===== config.mk =====
export PLATFORM = sky130hd
export DESIGN_NAME = bencode_info_range_scanner_top
export DESIGN_NICKNAME = d
export VERILOG_FILES = /design/src/hw/rtl/bir_pkg.sv /design/src/hw/rtl/bir_core.sv /design/src/hw/rtl/bencode_info_range_scanner_top.sv
export SDC_FILE = /design/constraint.sdc
export NUM_CORES = 1
export LEC_CHECK = 0
export ABC_AREA = 0
export BUFFER_PORTS_ARGS = -buffer_cell sky130_fd_sc_hd__buf_2
export CORE_UTILIZATION = 25
export DETAILED_ROUTE_END_ITERATION = 12
export PLACE_DENSITY_LB_ADDON = 0.3
export SKIP_LAST_GASP = 1
export SYNTH_ARGS = -nofsm -noshare
export SYNTH_HDL_FRONTEND = slang
export SYNTH_SLANG_ARGS = --single-unit

===== constraint.sdc =====
create_clock -name clk -period 10.75 [get_ports clk]
set_input_delay 1.075 -clock clk [delete_from_list [all_inputs] [get_ports clk]]
set_output_delay 1.075 -clock clk [all_outputs]
set_load 0.05 [all_outputs]

===== src/hw/rtl/bir_pkg.sv =====
// Package for the bencode info range scanner: widths, codes, state and result types.
package bir_pkg;

	localparam int POS_BITS   = 32;
	localparam int DEPTH_BITS = 16;
	localparam int KEY_LEN    = 6;

	localparam logic [7:0] CH_D     = 8'h64; // 'd'
	localparam logic [7:0] CH_L     = 8'h6c; // 'l'
	localparam logic [7:0] CH_E     = 8'h65; // 'e'
	localparam logic [7:0] CH_I     = 8'h69; // 'i'
	localparam logic [7:0] CH_ZERO  = 8'h30; // '0'
	localparam logic [7:0] CH_NINE  = 8'h39; // '9'
	localparam logic [7:0] CH_FOUR  = 8'h34; // '4'
	localparam logic [7:0] CH_COLON = 8'h3a; // ':'
	localparam logic [7:0] CH_N     = 8'h6e; // 'n'
	localparam logic [7:0] CH_F     = 8'h66; // 'f'
	localparam logic [7:0] CH_O     = 8'h6f; // 'o'

	localparam logic [DEPTH_BITS-1:0] DEPTH_MAX = '1;
	localparam logic [POS_BITS-1:0]   POS_MAX   = '1;

	typedef enum logic [2:0] {
		M_SEARCH = 3'd0,
		M_FIRST  = 3'd1,
		M_STRUCT = 3'd2,
		M_INT    = 3'd3,
		M_LEN    = 3'd4,
		M_SKIP   = 3'd5,
		M_DONE   = 3'd6
	} mode_t;

	typedef enum logic [1:0] {
		ST_OK        = 2'd0,
		ST_NO_KEY    = 2'd1,
		ST_EARLY_END = 2'd2,
		ST_NOT_DICT  = 2'd3
	} status_t;

	typedef struct packed {
		logic [2:0]            key_cnt;
		mode_t                 mode;
		logic [DEPTH_BITS-1:0] depth;
		logic [POS_BITS-1:0]   skip;
		logic [POS_BITS-1:0]   pos;
		logic [POS_BITS-1:0]   vstart;
	} state_t;

	typedef struct packed {
		logic [7:0]  byte_out;
		logic        in_info;
		logic        range_done;
		logic [31:0] range_start;
		logic [31:0] range_end;
		status_t     scan_status;
	} result_t;

	localparam state_t STATE_RESET = '{
		key_cnt: 3'd0,
		mode:    M_SEARCH,
		depth:   '0,
		skip:    '0,
		pos:     '0,
		vstart:  '0
	};

	function automatic logic [7:0] key_byte(logic [2:0] idx);
		logic [7:0] k;
		unique case (idx)
			3'd0: k = CH_FOUR;
			3'd1: k = CH_COLON;
			3'd2: k = CH_I;
			3'd3: k = CH_N;
			3'd4: k = CH_F;
			3'd5: k = CH_O;
			default: k = 8'h00;
		endcase
		return k;
	endfunction

	// Report an offset on 32 bits: zero-extend or truncate.
	function automatic logic [31:0] pos_out(logic [POS_BITS-1:0] p);
		logic [POS_BITS+31:0] ext;
		ext = {32'd0, p};
		return ext[31:0];
	endfunction

endpackage


===== src/hw/rtl/bir_core.sv =====
// Per-byte scanner step: next state and result word from the current state and one byte.
module bir_core import bir_pkg::*; (
	input  state_t     cur,
	input  logic [7:0] data_byte,
	input  logic       last_byte,
	output state_t     nxt,
	output result_t    res
);

	state_t                step;
	logic                  info_flag;
	logic                  done;
	status_t               status;
	logic [POS_BITS-1:0]   rs;
	logic [POS_BITS-1:0]   re;
	logic                  is_digit;
	logic [POS_BITS-1:0]   digit;
	logic [POS_BITS+3:0]   acc;
	logic [POS_BITS-1:0]   pos_inc;
	logic [POS_BITS-1:0]   skip_dec;

	assign is_digit = (data_byte >= CH_ZERO) && (data_byte <= CH_NINE);
	assign digit    = {{(POS_BITS-8){1'b0}}, data_byte - CH_ZERO};
	assign acc      = ({4'd0, cur.skip} << 3) + ({4'd0, cur.skip} << 1) + {4'd0, digit};
	assign pos_inc  = cur.pos + 1'b1;
	assign skip_dec = (cur.skip != '0) ? cur.skip - 1'b1 : cur.skip;

	// Next state of the structure walk, before end-of-file handling.
	always_comb begin
		step      = cur;
		info_flag = 1'b0;
		done      = 1'b0;
		status    = ST_OK;
		rs        = '0;
		re        = '0;
		unique case (cur.mode)
			M_SEARCH: begin
				if (cur.key_cnt < 3'(KEY_LEN) && data_byte == key_byte(cur.key_cnt)) begin
					step.key_cnt = cur.key_cnt + 3'd1;
				end else begin
					step.key_cnt = (data_byte == CH_FOUR) ? 3'd1 : 3'd0;
				end
				if (step.key_cnt >= 3'(KEY_LEN) && !last_byte) begin
					step.mode   = M_FIRST;
					step.vstart = pos_inc;
				end
			end
			M_FIRST: begin
				if (data_byte == CH_D) begin
					info_flag  = 1'b1;
					step.depth = {{(DEPTH_BITS-1){1'b0}}, 1'b1};
					step.mode  = M_STRUCT;
				end else begin
					done      = 1'b1;
					status    = ST_NOT_DICT;
					rs        = cur.vstart;
					re        = cur.vstart;
					step.mode = M_DONE;
				end
			end
			M_STRUCT: begin
				info_flag = 1'b1;
				priority if (data_byte == CH_D || data_byte == CH_L) begin
					if (cur.depth < DEPTH_MAX) step.depth = cur.depth + 1'b1;
				end else if (data_byte == CH_E) begin
					if (cur.depth <= {{(DEPTH_BITS-1){1'b0}}, 1'b1}) begin
						step.depth = '0;
						done       = 1'b1;
						status     = ST_OK;
						rs         = cur.vstart;
						re         = pos_inc;
						step.mode  = M_DONE;
					end else begin
						step.depth = cur.depth - 1'b1;
					end
				end else if (data_byte == CH_I) begin
					step.mode = M_INT;
				end else if (is_digit) begin
					step.skip = digit;
					step.mode = M_LEN;
				end else begin
					// Drop any other byte in structure position.
				end
			end
			M_INT: begin
				info_flag = 1'b1;
				if (data_byte == CH_E) step.mode = M_STRUCT;
			end
			M_LEN: begin
				info_flag = 1'b1;
				if (is_digit) begin
					step.skip = (acc[POS_BITS+3:POS_BITS] != 4'd0) ? POS_MAX : acc[POS_BITS-1:0];
				end else begin
					step.mode = (cur.skip == '0) ? M_STRUCT : M_SKIP;
				end
			end
			M_SKIP: begin
				info_flag = 1'b1;
				step.skip = skip_dec;
				if (skip_dec == '0) step.mode = M_STRUCT;
			end
			default: begin
			end
		endcase
	end

	// Fold in end of file: final report, then return to reset state.
	always_comb begin
		res.byte_out    = data_byte;
		res.in_info     = info_flag;
		res.range_done  = done;
		res.range_start = pos_out(rs);
		res.range_end   = pos_out(re);
		res.scan_status = status;
		nxt             = step;
		nxt.pos         = pos_inc;
		if (last_byte) begin
			nxt = STATE_RESET;
			if (!done && step.mode != M_DONE) begin
				res.range_done = 1'b1;
				if (step.mode == M_SEARCH) begin
					res.scan_status = ST_NO_KEY;
				end else begin
					res.scan_status = ST_EARLY_END;
					res.range_start = pos_out(step.vstart);
					res.range_end   = pos_out(pos_inc);
				end
			end
		end
	end

endmodule


===== src/hw/rtl/bencode_info_range_scanner_top.sv =====
// Top level of the bencode info range scanner: input register, step logic, result register.
// A word accepted into the input register passes through bir_core into the result register.
// Throughput: one word per cycle while the output is not stalled; the byte state update is a single pass of bir_core.
// Output stall backs up through the input register to in_stall with no bubble.
// Reset (arst_n low, asynchronous): scanner returns to key search at offset zero,
// both pipeline stages empty. The state also returns to reset after every last byte.
module bencode_info_range_scanner_top import bir_pkg::*; (
	input  logic        clk,
	input  logic        arst_n,
	input  logic        in_valid,
	output logic        in_stall,
	input  logic [7:0]  data_byte,
	input  logic        last_byte,
	output logic        out_valid,
	input  logic        out_stall,
	output logic [7:0]  byte_out,
	output logic        in_info,
	output logic        range_done,
	output logic [31:0] range_start,
	output logic [31:0] range_end,
	output logic [1:0]  scan_status
);

	// Input register stage.
	logic       valid_s1;
	logic [7:0] data_s1;
	logic       last_s1;

	// Result register stage.
	logic       valid_s2;
	result_t    res_s2;

	// Scanner state, updated once per word leaving stage one.
	state_t     state_q;
	state_t     state_nxt;
	result_t    res_nxt;

	logic       adv_s2;
	logic       adv_s1;
	logic       load_s1;

	// Stage two can take a word when it is empty or its word leaves now.
	assign adv_s2   = !valid_s2 || !out_stall;
	// Advance the stage-one word into the result register.
	assign adv_s1   = valid_s1 && adv_s2;
	// Hold the input when stage one is full and cannot drain.
	assign in_stall = valid_s1 && !adv_s2;
	assign load_s1  = in_valid && !in_stall;

	bir_core u_core (
		.cur       (state_q),
		.data_byte (data_s1),
		.last_byte (last_s1),
		.nxt       (state_nxt),
		.res       (res_nxt)
	);

	always_ff @(posedge clk or negedge arst_n) begin
		if (!arst_n) begin
			valid_s1 <= 1'b0;
			valid_s2 <= 1'b0;
			state_q  <= STATE_RESET;
		end else begin
			if (load_s1) begin
				valid_s1 <= 1'b1;
			end else if (adv_s1) begin
				valid_s1 <= 1'b0;
			end
			if (adv_s2) begin
				valid_s2 <= valid_s1;
			end
			if (adv_s1) begin
				state_q <= state_nxt;
			end
		end
	end

	// Payload registers: no reset needed.
	always_ff @(posedge clk) begin
		if (load_s1) begin
			data_s1 <= data_byte;
			last_s1 <= last_byte;
		end
		if (adv_s1) begin
			res_s2 <= res_nxt;
		end
	end

	assign out_valid   = valid_s2;
	assign byte_out    = res_s2.byte_out;
	assign in_info     = res_s2.in_info;
	assign range_done  = res_s2.range_done;
	assign range_start = res_s2.range_start;
	assign range_end   = res_s2.range_end;
	assign scan_status = res_s2.scan_status;

	// Key search never leaves a full match or a nonzero depth behind.
	a_search_clean: assert property (@(posedge clk) disable iff (!arst_n)
		state_q.mode == M_SEARCH |-> state_q.key_cnt < 3'(KEY_LEN) && state_q.depth == '0)
		else $error("search state holds stale match count or depth");

	// A word leaving stage one lands in the result register.
	a_advance: assert property (@(posedge clk) disable iff (!arst_n)
		adv_s1 |=> valid_s2 && res_s2.byte_out == $past(data_s1))
		else $error("stage one word lost on advance");

	// Status and offsets are zero unless the range is final.
	a_idle_fields: assert property (@(posedge clk) disable iff (!arst_n)
		valid_s2 && !res_s2.range_done |->
			res_s2.scan_status == ST_OK && res_s2.range_start == 32'd0 &&
			res_s2.range_end == 32'd0)
		else $error("range fields set without range_done");

	// Key-not-found and not-a-dictionary bytes are never inside the value.
	a_outside: assert property (@(posedge clk) disable iff (!arst_n)
		valid_s2 && res_s2.range_done &&
			(res_s2.scan_status == ST_NO_KEY || res_s2.scan_status == ST_NOT_DICT)
			|-> !res_s2.in_info)
		else $error("failed scan flagged a byte as inside the value");

endmodule


==> impl_metrics.yaml, run 1 <==
layout:
  areaGrowthSynthToFinish_pct: 14.50
  n_antenna_cell: 0
  num-fill-cells: 5536
  fin_nets: 1619
  layout-drive-gt1-share_pct: 11.05
cts:
  cts_buffers: 24
  clock-sinks: 205
  hold_buffers: 0
  cts_resized: 0
  clk_path_buf_depth: 3
  htree_levels: 1
  cts_setup_buffers: 0
  cts.clk_slew.worst_paths_ps: 60
  clkLatencyLatePin_ps: 560
  cts_tree: "done"
  root_buffer: "clkbuf_16"
timing:
  fin_crit_ps: 5128
  worst_slack_ps: 5622
  whs_ps: 491.8
  rsz0062_at_grt: "no"
  finalCritPeriodShare_pct: 47.70
  final-setup-viol-count: 0
  finClkSkew_ps: 37.25
  finalHoldViolCount: 0
  slew_violations: 0
  worst_pin_slew_ps: 1053
  final.setup.tns_ps: 0
  fmax_mhz: 195.0
  maxSlewHeadroom_pct: 29.79
job:
  cap_viol_max_count: 0
setup_path:
  reg2reg_depth: 14
  path_max_fanout: 29
  r2r_setup_slack_ps: 5620
  reg2reg_to: "state_q[87]"
  startpoint_type: "flop"
  critPathArrivalTime_ps: 5550
  endpoint_kind: "flop"
  worstPathRequired_ps: 11170
  crit_type: "reg2reg"
  r2r-start: "data_s1[6]"
routing:
  post_drt_via_cell_ratio: 5.089
  drtIter0Drc: 811
  wl_per_cell_microns: 16.71
  drt_pass1_iterations: 5
  num_vias: 11370
  drcViolationCount: 0
  postRouteAntennaNets: 0
  routed_wl_mm: 37.34
placement:
  place.gp.congestion: 0.8479
  post-dp-hpwl_mm: 25.59
  pre_cts_ws_ps: 5669
  port_buffers: 90
logic_synthesis:
  netlist_area_sq_um: 13300
  synth.mux.area_fraction_pct: 0.6868
  synthArstFlopShare_pct: 58.54
  synthAdderAreaFrac_pct: 7.583
  synth.area.top_cells: "dfrtp_1, edfxtp_1, ha_1"
  netlist_instances: 1493
  synthFlopType: "dfrtp_1"
  synth_compound_gate_area_share_pct: 20.08
  synth_xor_area_share_pct: 4.873
  synth_nets: 1583
  synth_top_area_cell: "dfrtp_1"
  synth_seq_cells: 205
  synthMostInstantiatedCell: "nand2_1"
  ys_top_cells_by_count: "nand2_1, o21ai_0, dfrtp_1"
  synth.yosys.seq_area_share_pct: 41.77
  synth_simple_gate_area_share_pct: 21.10
  yosysUniqueCellTypes: 73
  synth_top_family_by_area: "simple AND/OR/NAND/NOR gates"
  yosysWarnings: 0
  yosysTopAreaCellShare_pct: 22.58
  syn_area_per_cell_sq_um: 8.908
  synth_edf_count: 85
power_and_ir_drop:
  power_density_nw_per_um2: 151.2
  leakagePower_nw: 6.233
  ir_worst_vdd_mv: 0.1157
floorplan:
  start_util_pct: 25.31
  fp.dieH_microns: 232.6
  die-area_sq_um: 54120
  io_pins: 91
  die_width_microns: 232.6
  rows: 84
  coreArea_sq_um: 52550
global_route:
  grt_antenna_before_repair: 0
  grt_pass1_wl_mm: 60.09
  grt_max_degree: 103
  first_global_vias: 10990
  grt_overflow: 0
  track_usage_pct: 13.65
hold_path:
  worstHoldStart: "state_q[109]"
  hold_end: "state_q[109]"
  hold_depth: 1
  min_path_type: "reg2reg"
status:
  outcome: "finished, final reports clean"
## metal layers
layer	up-vias	part of all wire, %	GRT usage [%]
met3	40	4.5	1.752
met4	0	1.8	3.656
li1	5568	-	-
met5	-	0	0
met1	5519	47	18.79
met2	247	46	22.35
## logic make-up after synthesis
group | after synthesis
buf+inv | 135
mux | 9
flops | 205
compound gates | 431
simple gates | 562
xor+xnor | 74
fa+ha+maj | 77
## worst max-delay path, stage by stage (launching register included)
cell	delay, ps
edfxtp_1	550
a21oi_1	220
xor2_1	260
fa_1	470
ha_1	360
o21a_1	200
o21ai_0	270
a21oi_1	140
a41o_1	310
o41ai_1	840
o31ai_1	240
mux2i_2	200
buf_4	250
or4_1	490
a22o_1	190
## layout make-up
type | count | area, sq um | share of cell area (%)
Clock inverter | 14 | 206.4 | 1.356
Clock buffer | 30 | 633.1 | 4.158
Multi-Input combinational cell | 1153 | 7247 | 47.59
Timing Repair Buffer | 107 | 580.6 | 3.813
Sequential cell | 205 | 5555 | 36.48
Inverter | 38 | 143.9 | 0.9449
Tap cell | 688 | 860.8 | 5.653
## how the worst max path moves through the flow
stage               cells past startpoint        from           to
finish                                 14  data_s1[6]  state_q[87]
global route                           14  data_s1[6]  state_q[87]
floorplan                              10   out_stall  state_q[89]
global placement                       14  data_s1[6]  state_q[74]
CTS                                    14  data_s1[6]  state_q[87]
detailed placement                     14  data_s1[6]  state_q[87]
## state kept, by name, summed over array words and instances (netlist names)
name,count
out_valid,1
state_q,118
valid_s1,1
range_end,32
range_start,32
data_s1,8
scan_status,2
range_done,1
byte_out,8
last_s1,1
in_info,1
## layout by cell type (no fill, tap or decap), types with 18 or more instances in the layout
| master | instances |
|---|---|
| inv_1 | 37 |
| xor2_1 | 32 |
| xnor2_1 | 42 |
| o21ai_1 | 23 |
| nor2_1 | 80 |
| or3_1 | 20 |
| o31ai_1 | 26 |
| nor2b_1 | 47 |
| ha_1 | 71 |
| nor4_1 | 18 |
| o21ai_0 | 137 |
| nand3_1 | 43 |
| a21oi_1 | 88 |
| edfxtp_1 | 85 |
| and3_1 | 21 |
| nand2_1 | 171 |
| buf_2 | 89 |
| nor3_1 | 87 |
| buf_4 | 18 |
| clkbuf_16 | 24 |
| dfrtp_1 | 120 |
## metrics by stage
step | area [sq um] | util [%] | total power [mW] | std cells
after floorplan | 13300 | - | 1.313 | 1493
after detailed placement | 14390 | 27.38 | 1.436 | 2191
final | 15230 | 28.98 | 2.302 | 2235
after global routing | 15230 | 28.98 | 2.419 | 2235
after CTS | 15230 | 28.98 | 2.332 | 2235
after global placement | 14390 | 27.38 | 1.428 | 2191
## where the power goes
group	leakage [nW]	internal, mW	switching (mW)
combinational	3.36	0.167	0.322
sequential	2.47	0.873	0.0591
clock	0.401	0.521	0.360
total	6.23	1.56	0.741
No activity file was read; power rests on OpenSTA's default activity.
==> inputs of run 2 (changes only) <==
Settings changed: ABC_AREA 0 to 1.
Clock period 10.75 ns to 4.56 ns, I/O delays scaled along.
==> run 2 against run 1 <==
  * The flow now finishes with violations (DRC)
  * Combinational power rose to 9.7 times the previous value
  * Non-clock buffer count is 18 higher
  * Critical path depth grew 8
  * Power increased to 4.1 times the previous value
  * Sequential share of layout area down 4.4 points
  * Wire length up 22%
  * Maximum frequency is 26% higher
  * Sequential cell count stayed put
  * Sequential power rose to 2.6 times the previous value
  * Die area rose by 13%
  * Hold slack got worse by 420 ps
==> impl_metrics.yaml, run 2 <==
setup_path:
  crit_type: "reg2reg"
  crit_family: "simple AND/OR/NAND/NOR gates"
  path_cells: "inv_1, ha_1, fa_1, inv_1, ha_1, nand3_1, nand3_1, nand3_1, nand2_1, a21oi_1, buf_4, o21ai_0, nand3_1, nand3_1, nand2_1, nor2_2, buf_4, nand3_1, nand2_1, nand2_1, nand2_1, nand2_1"
  crit_buf_inv: 4
  startpoint_type: "flop"
  worstPathRequired_ps: 5000
  cp_slowest_cell: "fa_1"
  endpoint_kind: "flop"
  critPathMaxStageDelay_ps: 480
  critPathArrivalTime_ps: 4520
  path_max_fanout: 32
timing:
  slew_violations: 0
  final-setup-viol-count: 0
  final.setup.tns_ps: 0
  rsz0062_at_grt: "no"
  fin_crit_ps: 4082
  fmax_mhz: 245.0
  whs_ps: 74.41
  maxSlewHeadroom_pct: 33.37
  worst_pin_slew_ps: 998.4
  finClkSkew_ps: 37.52
  finalHoldViolCount: 0
  finalCritPeriodShare_pct: 89.53
power_and_ir_drop:
  seqPwrFrac_pct: 25.5
  combPwrFrac_pct: 49.8
  clkPwrFrac_pct: 24.7
  leakagePower_nw: 8.396
  p_int_mw: 4.997
  p_switching_mw: 4.510
  p_sw_share_pct: 47.44
  ir_worst_vdd_mv: 0.3630
  power_density_nw_per_um2: 548.7
routing:
  drtIter0Drc: 962
  wl_per_cell_microns: 15.39
  drt_pass1_iterations: 11
  num_vias: 14040
  routed_wl_mm: 45.69
  post_drt_via_cell_ratio: 4.730
  postRouteAntennaNets: 0
  drcViolationCount: 16
logic_synthesis:
  synth.area.top_cells: "dfrtp_1, edfxtp_1, nand2_1"
  netlist_area_sq_um: 15000
  synth_seq_cells: 205
  synth.yosys.seq_area_share_pct: 37.04
  synth_edf_count: 85
  yosysTopAreaCellShare_pct: 20.02
  synthArstFlopShare_pct: 58.54
  syn_area_per_cell_sq_um: 7.139
  synth_nets: 2191
  yosysWarnings: 0
  synthFlopType: "dfrtp_1"
  ys_top_cells_by_count: "nand2_1, inv_1, nor2_1"
  synth_top_area_cell: "dfrtp_1"
  netlist_instances: 2101
  yosysUniqueCellTypes: 46
  synthMostInstantiatedCell: "nand2_1"
status:
  violations: "DRC"
  outcome: "finished with violations"
cts:
  clk_path_buf_depth: 3
  cts.clk_slew.worst_paths_ps: 60
  htree_levels: 1
  cts_resized: 0
  hold_buffers: 1
  cts_buffers: 26
  clkLatencyLatePin_ps: 570
  root_buffer: "clkbuf_16"
  cts_setup_buffers: 0
  cts_tree: "done"
  clock-sinks: 205
global_route:
  grt_antenna_before_repair: 0
  track_usage_pct: 14.85
  first_global_vias: 13650
  grt_max_degree: 136
  grt_overflow: 0
  grt_pass1_wl_mm: 73.53
floorplan:
  fp.dieH_microns: 246.9
  die_width_microns: 246.9
  rows: 89
  io_pins: 91
  coreArea_sq_um: 59130
  die-area_sq_um: 60980
  start_util_pct: 25.37
layout:
  num-fill-cells: 6373
  largest_reg_flops: 118
  areaGrowthSynthToFinish_pct: 15.52
  largest-register: "state_q"
  n_antenna_cell: 0
  mostFrequentLayoutCells: "nand2_1, inv_1, nor2_1"
  layout-drive-gt1-share_pct: 8.971
  layout_commonest_cell: "nand2_1"
  fin_nets: 2266
hold_path:
  min_path_type: "in2reg"
placement:
  port_buffers: 90
  place.gp.congestion: 0.8744
  post-dp-hpwl_mm: 32.82
job:
  cap_viol_max_count: 0
run 2: changes by cell type after synthesis, sizes merged, moves of 41 or more:
cell	delta
nor3	-52
nand2	+476
nor2	+106
inv	+227
nand4	+46
nor2b	-47
nand3	+65
o22ai	+41
run 2: worst register-to-register path, delay by kind of cell (launching register included):
kind / cells / cell delay, ps
AO/OA/AOI/OAI: 2 / 490
adder cells (fa/ha/maj): 3 / 1170
flip-flops: 1 / 460
buffers and inverters: 4 / 630
AND/OR/NAND/NOR: 13 / 1220
run 2: cell type report:
type	count	area, sq um	share of cell area [%]
clock buffer	29	693.2	4.000
clock inverter	19	277.8	1.603
inverter	267	1005	5.798
multi-input combinational	1551	8087	46.67
sequential	205	5555	32.06
tap	773	967.2	5.582
timing repair buffer	125	743.2	4.289
run 2: worst paths after layout:
check	slack, ps	depth (start not counted)	from	end
max in group asynchronous	2920	3	arst_n	out_valid
setup / recovery	480	22	data_s1[4]	state_q[80]
min in group asynchronous	510	2	arst_n	state_q[6]
hold / removal	70	1	data_byte[0]	data_s1[0]
setup reg to reg	480	22	data_s1[4]	state_q[80]
hold reg to reg	510	2	state_q[63]	state_q[63]
run 2: routing by layer:
metal  global-route usage, %  wire (microns)  vias up  share of wire (%)
met4                   3.050             702        0                1.5
li1                        -               -     7058                  -
met5                       0               0        -                  0
met3                   1.519            1648       48                3.6
met2                   25.90           22170      270                 49
met1                   19.69           21170     6666                 46
run 2: logic make-up (layout without fill, tap and decap cells):
logic type	count (synthesis)	count (layout)	synth area share, %
AO/OA/AOI/OAI	342	342	13.22
XOR/XNOR	70	70	4.087
adder cells (fa/ha/maj)	77	77	6.723
buffers and inverters	345	440	9.126
flip-flops	205	205	37.04
AND/OR/NAND/NOR	1062	1062	29.80
run 2: power groups by stage:
stage                     registers, mW  logic [mW]  clock network [mW]
after floorplan                    2.62        3.31                   0
after global placement             2.45        4.69                   0
after detailed placement           2.46        4.71                   0
after CTS                          2.43        4.73                2.41
after global routing               2.45        5.28                2.48
final                              2.42        4.74                2.35
run 2: per-stage QoR:
step	cells	util, %	power (mW)	cell area, sq um	setup WS (ps)
6_report	2969	29.30	9.508	17330	477.6
5_1_grt	2969	29.30	10.21	17330	85.42
4_1_cts	2969	29.30	9.567	17330	540.1
3_5_place_dp	2920	27.65	7.165	16350	557.7
3_3_place_gp	2920	27.65	7.148	16350	593.4
2_1_floorplan	2101	-	5.927	15000	881.3
==> inputs of run 3 (changes only) <==
Settings changed: BUFFER_PORTS_ARGS -buffer_cell sky130_fd_sc_hd__buf_2 to -buffer_cell sky130_fd_sc_hd__buf_4, CORE_ASPECT_RATIO from default to 0.6, SETUP_SLACK_MARGIN from default to 0.15.
==> run 3 against run 2 <==
  * The flow now finishes without violations
  * Critical path depth fell by 6
  * First-iteration DRC count rose by 48%
  * Final cell count fell by 0.30%
  * Clock-buffer cell count rose by 4
  * Clock power fell by 10%
  * Largest cell class unchanged
  * Sequential power rose by 2%
  * Design area rose by 0.15%
  * Die area barely moved
  * Critical endpoint is now state_q[90]
==> impl_metrics.yaml, run 3 (synthesis results as in run 2) <==
status:
  outcome: "finished, final reports clean"
cts:
  clkLatencyLatePin_ps: 550
  cts_buffers: 24
  clk_path_buf_depth: 3
  cts_tree: "done"
  htree_levels: 1
  cts.clk_slew.worst_paths_ps: 60
  cts_setup_buffers: 0
  root_buffer: "clkbuf_16"
  clock-sinks: 205
setup_path:
  critPathMaxStageDelay_ps: 490
  critPathArrivalTime_ps: 4470
  worstPathRequired_ps: 4980
  crit_type: "reg2reg"
  startpoint_type: "flop"
  crit_buf_inv: 0
  path_depth: 16
  path_cells: "a21oi_1, xor2_1, fa_1, ha_1, a21o_1, a21oi_1, nand2_1, a21oi_1, o21ai_1, a21oi_1, xor2_1, nand3_1, nand2_1, nand2_1, nand2_1, nand2_1"
  path_max_fanout: 5
  crit_family: "compound AO/OA/AOI/OAI gates"
  reg2reg_depth: 16
  cp_slowest_cell: "edfxtp_1"
  endpoint_kind: "flop"
  crit_top_cell: "nand2_1"
placement:
  pre_cts_ws_ps: 444.8
  port_buffers: 90
  post-dp-hpwl_mm: 36.20
  place.gp.congestion: 0.9178
floorplan:
  io_pins: 91
  rows: 69
  coreArea_sq_um: 59220
  start_util_pct: 25.33
  die_width_microns: 318.2
  die-area_sq_um: 61010
  fp.dieH_microns: 191.7
layout:
  mostFrequentLayoutCells: "nand2_1, inv_1, nor2_1"
  fin_nets: 2251
  n_antenna_cell: 0
  areaGrowthSynthToFinish_pct: 15.70
  layout-drive-gt1-share_pct: 8.261
  largest-register: "state_q"
  largest_reg_flops: 118
  layout_commonest_cell: "nand2_1"
timing:
  finalCritPeriodShare_pct: 88.75
  whs_ps: 86.00
  slew_violations: 0
  finClkSkew_ps: 22.45
  final.setup.tns_ps: 0
  rsz0062_at_grt: "no"
  final-setup-viol-count: 0
  fmax_mhz: 247.1
  finalHoldViolCount: 0
  fin_crit_ps: 4047
  worst_pin_slew_ps: 1184
  maxSlewHeadroom_pct: 20.96
  worst_slack_ps: 512.9
power_and_ir_drop:
  ir_worst_vdd_mv: 0.6355
  leakagePower_nw: 8.339
  power_density_nw_per_um2: 541.0
global_route:
  track_usage_pct: 15.95
  grt_antenna_before_repair: 0
  grt_overflow: 0
  grt_pass1_wl_mm: 77.60
  first_global_vias: 13290
  grt_max_degree: 86
routing:
  wl_per_cell_microns: 16.88
  post_drt_via_cell_ratio: 4.959
  drtIter0Drc: 1428
  drt_pass1_iterations: 6
  postRouteAntennaNets: 0
  routed_wl_mm: 49.96
  drcViolationCount: 0
  num_vias: 14680
hold_path:
  hold_depth: 1
  min_path_type: "in2reg"
job:
  cap_viol_max_count: 0
run 3: cell type report:
class / count / area, sq um
Fill cell: 6377 / 41870
Multi-Input combinational cell: 1551 / 8087
Sequential cell: 205 / 5555
Inverter: 267 / 1005
Tap cell: 781 / 977.2
Timing Repair Buffer: 112 / 880.8
Clock buffer: 33 / 726.9
Clock inverter: 11 / 122.6
run 3: repair_timing:
action | CTS | global route
gates resized for setup | 0 | 2
endpoints found under the setup margin | 0 | 31
hold buffers | 1 | 0
endpoints found under the hold margin | 37 | 0
run 3: final timing paths:
kind / from / endpoint / slack [ps]
setup / recovery: data_s1[5] / state_q[90] / 510
hold / removal: data_byte[0] / data_s1[0] / 90
setup reg to reg: data_s1[5] / state_q[90] / 510
hold reg to reg: state_q[63] / state_q[63] / 520
max in group asynchronous: arst_n / state_q[11] / 3190
min in group asynchronous: arst_n / state_q[21] / 450
run 3: per-stage QoR:
stage / std cells / area [sq um] / util, % / power, mW
floorplan: 2101 / 15000 / - / 5.927
global placement: 2915 / 16490 / 27.85 / 7.187
detailed placement: 2915 / 16490 / 27.85 / 7.197
CTS: 2960 / 17350 / 29.30 / 9.356
global route: 2960 / 17350 / 29.30 / 10.02
finish: 2960 / 17350 / 29.30 / 9.388
run 3: routing by layer:
metal	global-route usage, %	vias up	routed length (microns)
met5	0	-	0
met4	2.694	0	698
met3	3.079	46	4427
met2	20.29	577	18350
met1	26.55	7001	26490
li1	-	7055	-
run 3: where the power goes:
group / leakage (nW) / internal [mW] / switching (mW)
clock network: 0.410 / 1.23 / 0.875
registers: 2.49 / 2.16 / 0.297
logic: 5.44 / 1.40 / 3.42
total: 8.34 / 4.80 / 4.59
run 3: worst reg2reg max path, delay by kind of cell (launching register included):
family | cells | cell delay, ps
adder cells (fa/ha/maj) | 2 | 830
XOR/XNOR | 2 | 590
AO/OA/AOI/OAI | 6 | 1530
flip-flops | 1 | 490
AND/OR/NAND/NOR | 6 | 470
